<file path="src/rtl/core/lrukv_pkg.sv">
// shared types and constants for the lru key/value cache
// no dependencies; used by lrukv_cell and lru_key_value_cache_top
package lrukv_pkg;

   localparam int ENTRIES_DEFAULT = 16;
   localparam int KEY_W = 32;
   localparam int DATA_W = 32;
   localparam int CAP_W = 5;

   localparam logic REQ_GET = 1'b0;
   localparam logic REQ_SET = 1'b1;

   localparam logic [CAP_W-1:0] CAP_RESET = 5'd16;
   localparam logic [DATA_W-1:0] MISS_VALUE = {DATA_W{1'b1}};

   typedef struct packed {
      logic update;
      logic set_op;
      logic hit_any;
      logic [KEY_W-1:0] key;
      logic [DATA_W-1:0] data;
   } bcast_type;

endpackage

</file>
<file path="src/rtl/core/lrukv_cell.sv">
// one entry of the recency-ordered row: key, data and valid bit
// depends on lrukv_pkg for the broadcast struct and field widths
module lrukv_cell #(
   parameter int INDEX = 0,
   parameter int CW = 5
) (
   input  logic clock,
   input  logic reset,
   input  lrukv_pkg::bcast_type bcast,
   input  logic [CW-1:0] new_count,
   input  logic [lrukv_pkg::KEY_W-1:0] prev_key,
   input  logic [lrukv_pkg::DATA_W-1:0] prev_data,
   input  logic prev_valid,
   input  logic seen_in,
   input  logic [lrukv_pkg::DATA_W-1:0] data_in,
   output logic [lrukv_pkg::KEY_W-1:0] key_q,
   output logic [lrukv_pkg::DATA_W-1:0] data_q,
   output logic valid_q,
   output logic seen_out,
   output logic [lrukv_pkg::DATA_W-1:0] data_out
);

   logic [lrukv_pkg::KEY_W-1:0] key_ff, key_in;
   logic [lrukv_pkg::DATA_W-1:0] data_ff, data_in_nxt;
   logic valid_ff, valid_in;
   logic match, shift;

   assign match = valid_ff & (key_ff == bcast.key);
   assign seen_out = seen_in | match;
   assign data_out = data_in | (match ? data_ff : '0);
   assign shift = bcast.update & ~seen_in & (bcast.set_op | bcast.hit_any);

   always_comb begin
      key_in = shift ? prev_key : key_ff;
      data_in_nxt = shift ? prev_data : data_ff;
      if (bcast.update & bcast.set_op) begin
         valid_in = (CW'(INDEX) < new_count);
      end else if (shift) begin
         valid_in = prev_valid;
      end else begin
         valid_in = valid_ff;
      end
   end

   always_ff @(posedge clock) begin
      if (reset) begin
         valid_ff <= 1'b0;
      end else begin
         valid_ff <= valid_in;
      end
   end

   always_ff @(posedge clock) begin
      key_ff <= key_in;
      data_ff <= data_in_nxt;
   end

   assign key_q = key_ff;
   assign data_q = data_ff;
   assign valid_q = valid_ff;

endmodule

</file>
<file path="src/rtl/core/lru_key_value_cache_top.sv">
// top level of the lru key/value cache: row of cells plus handshake and count
// depends on lrukv_pkg and lrukv_cell
//
// request channel req_*: req_type selects get or set, req_key and req_value
// carry the item; it is taken when req_valid is high and req_stall is low.
// a get gives one item on rsp_*: rsp_hit and rsp_read_value (all ones on a
// miss); a set gives none. the response is registered and appears in the
// cycle after the get is taken. one item is taken per cycle while req_stall is
// low: the key compare, the hit-data select and the one-place shift along the
// row of cells all finish in that cycle. req_stall is high only while a
// response waits with rsp_stall high; the waiting response holds until taken.
// csr_capacity sets the number of entries in use (0 acts as 1, above ENTRIES
// acts as ENTRIES); csr_ready is always high.
// reset clears all valid bits, the fill count and the response valid flag and
// sets the capacity to 16; the block is usable in the next cycle.
module lru_key_value_cache_top #(
   parameter int ENTRIES = lrukv_pkg::ENTRIES_DEFAULT
) (
   input  logic clock,
   input  logic reset,
   input  logic req_valid,
   output logic req_stall,
   input  logic req_type,
   input  logic signed [lrukv_pkg::KEY_W-1:0] req_key,
   input  logic signed [lrukv_pkg::DATA_W-1:0] req_value,
   output logic rsp_valid,
   input  logic rsp_stall,
   output logic rsp_hit,
   output logic signed [lrukv_pkg::DATA_W-1:0] rsp_read_value,
   input  logic csr_valid,
   output logic csr_ready,
   input  logic [lrukv_pkg::CAP_W-1:0] csr_capacity
);

   localparam int CW = $clog2(ENTRIES + 1);

   logic [lrukv_pkg::CAP_W-1:0] cap_ff, cap_in;
   logic [CW-1:0] count_ff, count_in;
   logic rsp_valid_ff, rsp_valid_in;
   logic rsp_hit_ff, rsp_hit_in;
   logic [lrukv_pkg::DATA_W-1:0] rsp_value_ff, rsp_value_in;

   logic accept;
   lrukv_pkg::bcast_type bcast;
   logic [CW-1:0] cap_eff, n_rem, n_trim, new_count;

   logic [lrukv_pkg::KEY_W-1:0] key_q [ENTRIES];
   logic [lrukv_pkg::DATA_W-1:0] data_q [ENTRIES];
   logic [ENTRIES-1:0] valid_vec;
   logic [ENTRIES:0] seen;
   logic [lrukv_pkg::DATA_W-1:0] acc [ENTRIES+1];

   assign req_stall = rsp_valid_ff & rsp_stall;
   assign accept = req_valid & ~req_stall;
   assign csr_ready = 1'b1;

   assign seen[0] = 1'b0;
   assign acc[0] = '0;

   always_comb begin
      bcast.update = accept;
      bcast.set_op = (req_type == lrukv_pkg::REQ_SET);
      bcast.hit_any = seen[ENTRIES];
      bcast.key = req_key;
      bcast.data = bcast.set_op ? req_value : acc[ENTRIES];
   end

   always_comb begin
      if (cap_ff == '0) begin
         cap_eff = CW'(1);
      end else if (32'(cap_ff) > 32'(ENTRIES)) begin
         cap_eff = CW'(ENTRIES);
      end else begin
         cap_eff = CW'(cap_ff);
      end
      n_rem = count_ff - CW'(seen[ENTRIES]);
      n_trim = (n_rem >= cap_eff) ? (cap_eff - CW'(1)) : n_rem;
      new_count = n_trim + CW'(1);
   end

   genvar i;
   generate
      for (i = 0; i < ENTRIES; i++) begin : g_cell
         logic [lrukv_pkg::KEY_W-1:0] pk;
         logic [lrukv_pkg::DATA_W-1:0] pd;
         logic pv;
         if (i == 0) begin : g_front
            assign pk = bcast.key;
            assign pd = bcast.data;
            assign pv = 1'b1;
         end else begin : g_rest
            assign pk = key_q[i-1];
            assign pd = data_q[i-1];
            assign pv = valid_vec[i-1];
         end
         lrukv_cell #(
            .INDEX(i),
            .CW(CW)
         ) u_cell (
            .clock(clock),
            .reset(reset),
            .bcast(bcast),
            .new_count(new_count),
            .prev_key(pk),
            .prev_data(pd),
            .prev_valid(pv),
            .seen_in(seen[i]),
            .data_in(acc[i]),
            .key_q(key_q[i]),
            .data_q(data_q[i]),
            .valid_q(valid_vec[i]),
            .seen_out(seen[i+1]),
            .data_out(acc[i+1])
         );
      end
   endgenerate

   always_comb begin
      cap_in = csr_valid ? csr_capacity : cap_ff;
      count_in = (accept & bcast.set_op) ? new_count : count_ff;
      rsp_hit_in = rsp_hit_ff;
      rsp_value_in = rsp_value_ff;
      if (accept & ~bcast.set_op) begin
         rsp_valid_in = 1'b1;
         rsp_hit_in = seen[ENTRIES];
         rsp_value_in = seen[ENTRIES] ? acc[ENTRIES] : lrukv_pkg::MISS_VALUE;
      end else if (rsp_valid_ff & ~rsp_stall) begin
         rsp_valid_in = 1'b0;
      end else begin
         rsp_valid_in = rsp_valid_ff;
      end
   end

   always_ff @(posedge clock) begin
      if (reset) begin
         cap_ff <= lrukv_pkg::CAP_RESET;
         count_ff <= '0;
         rsp_valid_ff <= 1'b0;
      end else begin
         cap_ff <= cap_in;
         count_ff <= count_in;
         rsp_valid_ff <= rsp_valid_in;
      end
   end

   always_ff @(posedge clock) begin
      rsp_hit_ff <= rsp_hit_in;
      rsp_value_ff <= rsp_value_in;
   end

   assign rsp_valid = rsp_valid_ff;
   assign rsp_hit = rsp_hit_ff;
   assign rsp_read_value = rsp_value_ff;

   // fill count tracks the valid bits
   a_count_matches: assert property (@(posedge clock) disable iff (reset)
      32'($countones(valid_vec)) == 32'(count_ff))
      else $error("fill count differs from valid bits");

   // valid entries are packed at the front of the row
   a_valid_packed: assert property (@(posedge clock) disable iff (reset)
      ((valid_vec + ENTRIES'(1)) & valid_vec) == '0)
      else $error("gap in valid entries");

   a_get_responds: assert property (@(posedge clock) disable iff (reset)
      (accept && req_type == lrukv_pkg::REQ_GET) |=> rsp_valid)
      else $error("get item gave no response");

   a_miss_value: assert property (@(posedge clock) disable iff (reset)
      (rsp_valid && !rsp_hit) |-> (rsp_read_value == lrukv_pkg::MISS_VALUE))
      else $error("miss response without all-ones value");

endmodule

</file>
<file path="config.mk">
export PLATFORM = sky130hd
export DESIGN_NAME = lru_key_value_cache_top
export DESIGN_NICKNAME = d
export VERILOG_FILES = /design/src/rtl/core/lrukv_pkg.sv /design/src/rtl/core/lrukv_cell.sv /design/src/rtl/core/lru_key_value_cache_top.sv
export SDC_FILE = /design/constraint.sdc
export NUM_CORES = 1
export LEC_CHECK = 0
export ABC_AREA = 0
export BUFFER_PORTS_ARGS = -buffer_cell sky130_fd_sc_hd__buf_2
export CAP_MARGIN = 25
export CORE_MARGIN = 2
export CORE_UTILIZATION = 56
export CTS_CLUSTER_SIZE = 12
export DETAILED_ROUTE_END_ITERATION = 8
export GPL_TIMING_DRIVEN = 0
export HOLD_SLACK_MARGIN = 0.06
export PLACE_DENSITY = 0.8
export RECOVER_POWER = 50
export SYNTH_ARGS = -nofsm -noshare
export SYNTH_HDL_FRONTEND = slang
export SYNTH_SLANG_ARGS = --single-unit
export TNS_END_PERCENT = 10
</file>
<file path="constraint.sdc">
create_clock -name clock -period 7.8 [get_ports clock]
set_input_delay 0.78 -clock clock [delete_from_list [all_inputs] [get_ports clock]]
set_output_delay 0.78 -clock clock [all_outputs]
set_load 0.01 [all_outputs]
</file>
# ---- Word level (Yosys, flattened, before mapping)
# Index checks and enable logic that the tools add are counted.
dict set report totals {
  regBits 1084
  input_bits 75
}
dict set report op_classes {
  add_sub_neg 3
  magnitude_cmp 18
  n_eq_ne 16
  mux 54
  bitwise 101
  n_reduce_logical 18
}
# cell n
set ops {}
lappend ops {{32-bit two-way mux} 17}
lappend ops {{32-bit equality test} 16}
lappend ops {{32-bit OR} 15}
lappend ops {{1-bit bitwise AND} 52}
lappend ops {{4-bit by 5-bit < comparator with 1-bit output, first input constant} 8}
lappend ops {{1-bit two-way mux} 34}
lappend ops {{2-bit nonzero test} 17}
lappend ops {{3-bit by 5-bit < comparator with 1-bit output, first input constant} 4}
lappend ops {{1-bit NOT} 18}
lappend ops {{1-bit OR} 16}
lappend ops {{5-bit two-way mux} 3}
lappend ops {{1-bit by 5-bit < comparator with 1-bit output, first input constant} 2}
lappend ops {{2-bit by 5-bit < comparator with 1-bit output, first input constant} 2}
lappend ops {{5-bit by 1-bit adder with 5-bit output, second input constant} 1}
lappend ops {{5-bit >= comparator} 1}
lappend ops {{5-bit greater-than comparator, second input constant} 1}
lappend ops {{5-bit zero test} 1}
lappend ops {{5-bit by 1-bit subtractor with 5-bit output} 1}
lappend ops {{5-bit by 1-bit subtractor with 5-bit output, second input constant} 1}

# ---- Logic depth before layout (Yosys ltp)
dict set report logic_depth {
  depth_word 23
  ltp_mapped 30
  depth_no_buf 26
}

# ---- Modules after synthesis
# From an unflattened synthesis, not the netlist that was laid out.
dict set report unflattened {
  cells_unflattened 3656
  area_unflattened_um2 52061.2
}
# mod n_inst cells_per_inst area_each_um2 seq_area_each_um2
set by_module_without_submodules {}
lappend by_module_without_submodules {{lrukv_cell at g_cell[14].u_cell ...} 3 221 3156.8 1941.9}
lappend by_module_without_submodules {{lrukv_cell at g_cell[12].u_cell ...} 2 221 3158.0 1941.9}
lappend by_module_without_submodules {{lrukv_cell at g_cell[0].u_cell ...} 2 223 3155.5 1941.9}
lappend by_module_without_submodules {{lrukv_cell at g_cell[13].u_cell ...} 2 224 3154.3 1941.9}
lappend by_module_without_submodules {{lrukv_cell at g_cell[7].u_cell} 1 229 3211.8 1941.9}
lappend by_module_without_submodules {{lrukv_cell at g_cell[10].u_cell} 1 221 3160.5 1941.9}
lappend by_module_without_submodules {{lrukv_cell at g_cell[1].u_cell} 1 225 3156.8 1941.9}
lappend by_module_without_submodules {{lrukv_cell at g_cell[9].u_cell} 1 225 3155.5 1941.9}
lappend by_module_without_submodules {{lrukv_cell at g_cell[15].u_cell} 1 224 3149.3 1941.9}
lappend by_module_without_submodules {{lrukv_cell at g_cell[11].u_cell} 1 154 2645.0 1941.9}
lappend by_module_without_submodules {{lrukv_cell at g_cell[3].u_cell} 1 154 2643.8 1941.9}
lappend by_module_without_submodules {lru_key_value_cache_top 1 225 2532.4 1211.2}

# ---- Worst setup path before layout
# OpenSTA, ideal clock, no wires.
dict set report synth_path {
  path_type {in2reg}
  from {in req_key[5] (netlist name)}
  to {reg g_cell[8].u_cell.data_ff (netlist bit g_cell[8].u_cell.data_q[0]), enable pin}
  setup_time_ns 0.494
  arrival_ns 7.361
  t_required_ns 7.306
  path_slack_ns -0.055
  path_stages 10
  cell_sequence {buf_4 -> buf_6 -> xnor2_1 -> nand4_1 -> or4_1 -> nor3_2 -> nor4_1 -> nor4b_4 -> a21oi_2 -> nor2b_1}
}
dict set report synth_via {
  elab_chain_cells 19
  word_cells_on_any_way 51
}
# element line_no
set synth_rtl {}
lappend synth_rtl {{start, declared} lru_key_value_cache_top.sv:24} ;# input logic signed [lrukv_pkg::KEY_W-1:0] req_key,
lappend synth_rtl {{32-bit equality test} lrukv_cell.sv:28} ;# assign match = valid_ff & (key_ff == bcast.key);
lappend synth_rtl {{1-bit bitwise AND} lrukv_cell.sv:28}
lappend synth_rtl {{1-bit OR (15 in series)} lrukv_cell.sv:29} ;# assign seen_out = seen_in | match;
lappend synth_rtl {{1-bit OR} lrukv_cell.sv:31} ;# assign shift = bcast.update & ~seen_in & (bcast.set_op | bcast.hit_any);
lappend synth_rtl {{1-bit bitwise AND *} lrukv_cell.sv:31}
lappend synth_rtl {{via g_cell[8].u_cell.shift} lrukv_cell.sv:26} ;# logic match, shift;
lappend synth_rtl {{end signal, assigned} lrukv_cell.sv:55} ;# data_ff <= data_in_nxt;
lappend synth_rtl {{end, declared} lrukv_cell.sv:24} ;# logic [lrukv_pkg::DATA_W-1:0] data_ff, data_in_nxt;
# Mark *: on every way through the listed nets, which the timed path passes. The rest lies on a longest branch.
# A chain may end at the register's enable or synchronous reset.

==> impl_metrics.toml <==
[route]
drt-vias-per-instance = 6.58
drc = 0
postRouteAntennaNets = 0
wl_mm = 123
dr.pass1.iters = 6
wl_per_cell_um = 30.9
drtIter0Drc = 3976
via_count = 26168

[sta]
slew_violations = 42
finalCritPeriodShare = 0.964
setup_slack_ps = 278
final-hold-violation-count = 0
setup-violations-final = 0
layout_min_cycle_time_ps = 7520
worstMarginPinSlew_ps = 2040
hold_slack_ps = 297
slew_headroom = -0.367
max_freq_ghz = 0.133
rsz0062_at_grt = "no"
fin_skew_ps = 34.9

[worst_setup_path]
crit_required_ps = 8350
r2r_slack_ps = 450
rr_endpoint = "g_cell[2].u_cell.valid_q"
crit_top_cell = "ha_1"
r2r_cells = 27
start_kind = "input port"
crit_type = "input port to flop"
r2r-start = "g_cell[0].u_cell.key_q[16]"
critPathMaxFanout = 11
cp.arrival_ps = 8070
slowest_delay_ps = 640
critPathSlowestCell = "nor4b_4"
cp-end-kind = "flop"

[logic_synthesis]
ys_seq_area_frac = 0.748
synth_nets = 2673
yosys-top-cells-area = "edfxtp_1, xor2_1, a22oi_1"
synth_edf_count = 1057
ys_warn_count = 0
synthCells = 2589
synth_area_um2 = 43100
syn_area_per_cell_um2 = 16.7
synth.top_cell.area_share = 0.736
synth_commonest_cells = "edfxtp_1, xor2_1, a22oi_1"
async_flop_share = 0
yosysUniqueCellTypes = 70
synth-main-ff-cell = "edfxtp_1"
synth_top_area_cell = "edfxtp_1"
synth-seq-cells = 1084
yosysMostFrequentCell = "edfxtp_1"

[floorplan]
initial_core_util = 0.567
io_pins = 111
core_um2 = 76100
row_count = 101
fp.dieW_um = 282
die_h_um = 282
die-area_um2 = 79300

[global_routing]
first_global_vias = 25892
grt_usage = 0.307
overflow = 0
grt_max_degree = 66
antenna_found_initial = 3
grt_pass1_wl_mm = 173

[run]
maxCapViolations = 3

[status]
status = "finished with violations"
violations = "capacitance limit, slew limit"

[cts]
numCtsBuffers = 106
cts_tree = "built"
clk_latency_ps = 680
max-clock-path-buffers = 3
cts.sinks = 1084
htree_levels = 3
clkSlewWorstSetupHoldPaths_ps = 60
root_buffer = "clkbuf_16"

[pwr]
combPwrFrac = 0.060
switching_share = 0.227
p_seq_frac = 0.555
powerDensity_nw_per_um2 = 249
leakage_nw = 16.5
vdd_drop_max_mv = 0.173
switching_power_mw = 2.79
p_clk_frac = 0.385
intPower_mw = 9.48

[worst_hold_path]
hold_start = "req_key[6]"
holdPathStages = 1
hold_end = "g_cell[0].u_cell.key_q[6]"
hp-class = "input port to flop"

[layout]
finalInstanceArea_um2 = 49300
drive_gt1_frac = 0.127
nets = 2972
utilization = 0.648
area_delta_synth_final_pct = 14.2

[placement]
place_area_um2 = 46100
gp_congestion = 0.932
place_ws_ps = -719
dp_hpwl_mm = 83.8
numPortBuffers = 107
[power by group through the flow]
stage / Sequential [mW] / Clock (mW) / Combinational [mW]
6_report: 6.82 / 4.72 / 0.736
5_1_grt: 6.83 / 4.92 / 0.770
4_1_cts: 6.81 / 4.71 / 0.726
3_5_place_dp: 6.93 / 0 / 0.719
3_3_place_gp: 6.95 / 0 / 0.647
2_1_floorplan: 6.89 / 0 / 0.420
[cell families (layout without fill, tap and decap cells)]
family | after synthesis | count (layout) | share of synthesized area
AND/OR/NAND/NOR | 460 | 460 | 0.0583
AO/OA/AOI/OAI | 357 | 357 | 0.0615
other | 1 | 4 | 0.0000869
XOR/XNOR | 516 | 516 | 0.105
multiplexers | 10 | 10 | 0.00235
flip-flops | 1084 | 1084 | 0.748
adder cells (fa/ha/maj) | 9 | 9 | 0.00261
buffers and inverters | 152 | 509 | 0.0222
[flip-flops by register name, summed over array words and instances, names as in the netlist]
signal	flops
rsp_hit	1
cap_ff	5
g_cell.u_cell.data_q	512
rsp_read_value	32
rsp_valid	1
count_ff	5
g_cell.u_cell.valid_q	16
g_cell.u_cell.key_q	512
[worst max-delay path: cells and delay by family]
family	cells	cell delay (ps)
simple gates	9	2100
compound gates	7	1500
fa+ha+maj	4	1150
buf+inv	6	1140
xor+xnor	3	860
mux	1	500
[metal layers]
metal / part of all wire / vias up / track usage / wire length [um]
met4: 0.062 / 6 / 0.171 / 7590
li1: - / 10592 / - / -
met5: 0.00048 / - / 0 / 59
met2: 0.45 / 2281 / 0.467 / 55200
met3: 0.14 / 486 / 0.0884 / 16700
met1: 0.35 / 12803 / 0.400 / 43500
[repair_timing]
item | 4_1_cts | 5_1_grt
endpoints found under the setup margin | 4 | 17
hold buffers | 0 | 0
pin swaps | 1 | 4
gates resized for setup | 0 | 5
buffers inserted | 0 | 10
[stage by stage]
stage | setup TNS, ps | instances | power [mW]
after floorplan | 0 | 2589 | 7.31
after global placement | -2719990 | 3726 | 7.60
after detailed placement | -10050 | 3790 | 7.64
after CTS | 0 | 3956 | 12.2
after global routing | 0 | 3977 | 12.5
final | 0 | 3979 | 12.3
[placed cells by master, fill, tap and decap left out, types with 11 or more instances in the layout]
cell type / n
a21oi_1: 44
a221oi_1: 33
a22o_1: 32
a22oi_1: 192
buf_12: 12
buf_2: 64
buf_4: 39
buf_6: 63
buf_8: 23
clkbuf_1: 146
clkbuf_16: 108
clkinv_1: 11
dfxtp_1: 27
edfxtp_1: 1057
inv_1: 16
nand2_1: 65
nand3_1: 48
nand4_1: 66
nor2_1: 96
nor3_1: 23
nor4_1: 103
xnor2_1: 63
xor2_1: 453
[final cells by class]
class	instances	area, um2
plain buffers	132	883
multi-input cells	1353	10000
well taps	1030	1290
clock buffers	143	2850
fillers	5188	26800
repair buffers	191	1630
clock inverters	23	228
flip-flops and latches	1084	32300
diodes	3	7.51
inverters	20	80.1
[worst max path at each step]
stage / start / end / slack [ps] / cells past startpoint
CTS: req_key[13] / g_cell[9].u_cell.valid_q / 10 / 29
global route: req_key[3] / g_cell[4].u_cell.valid_q / 20 / 30
finish: req_key[3] / g_cell[2].u_cell.valid_q / 280 / 30
global placement: req_key[18] / g_cell[5].u_cell.key_q[9] / -6060 / 11
floorplan: req_key[5] / g_cell[5].u_cell.data_q[0] / 70 / 11
detailed placement: req_key[13] / g_cell[9].u_cell.valid_q / -720 / 29
Power figures use the tool's default switching activity.
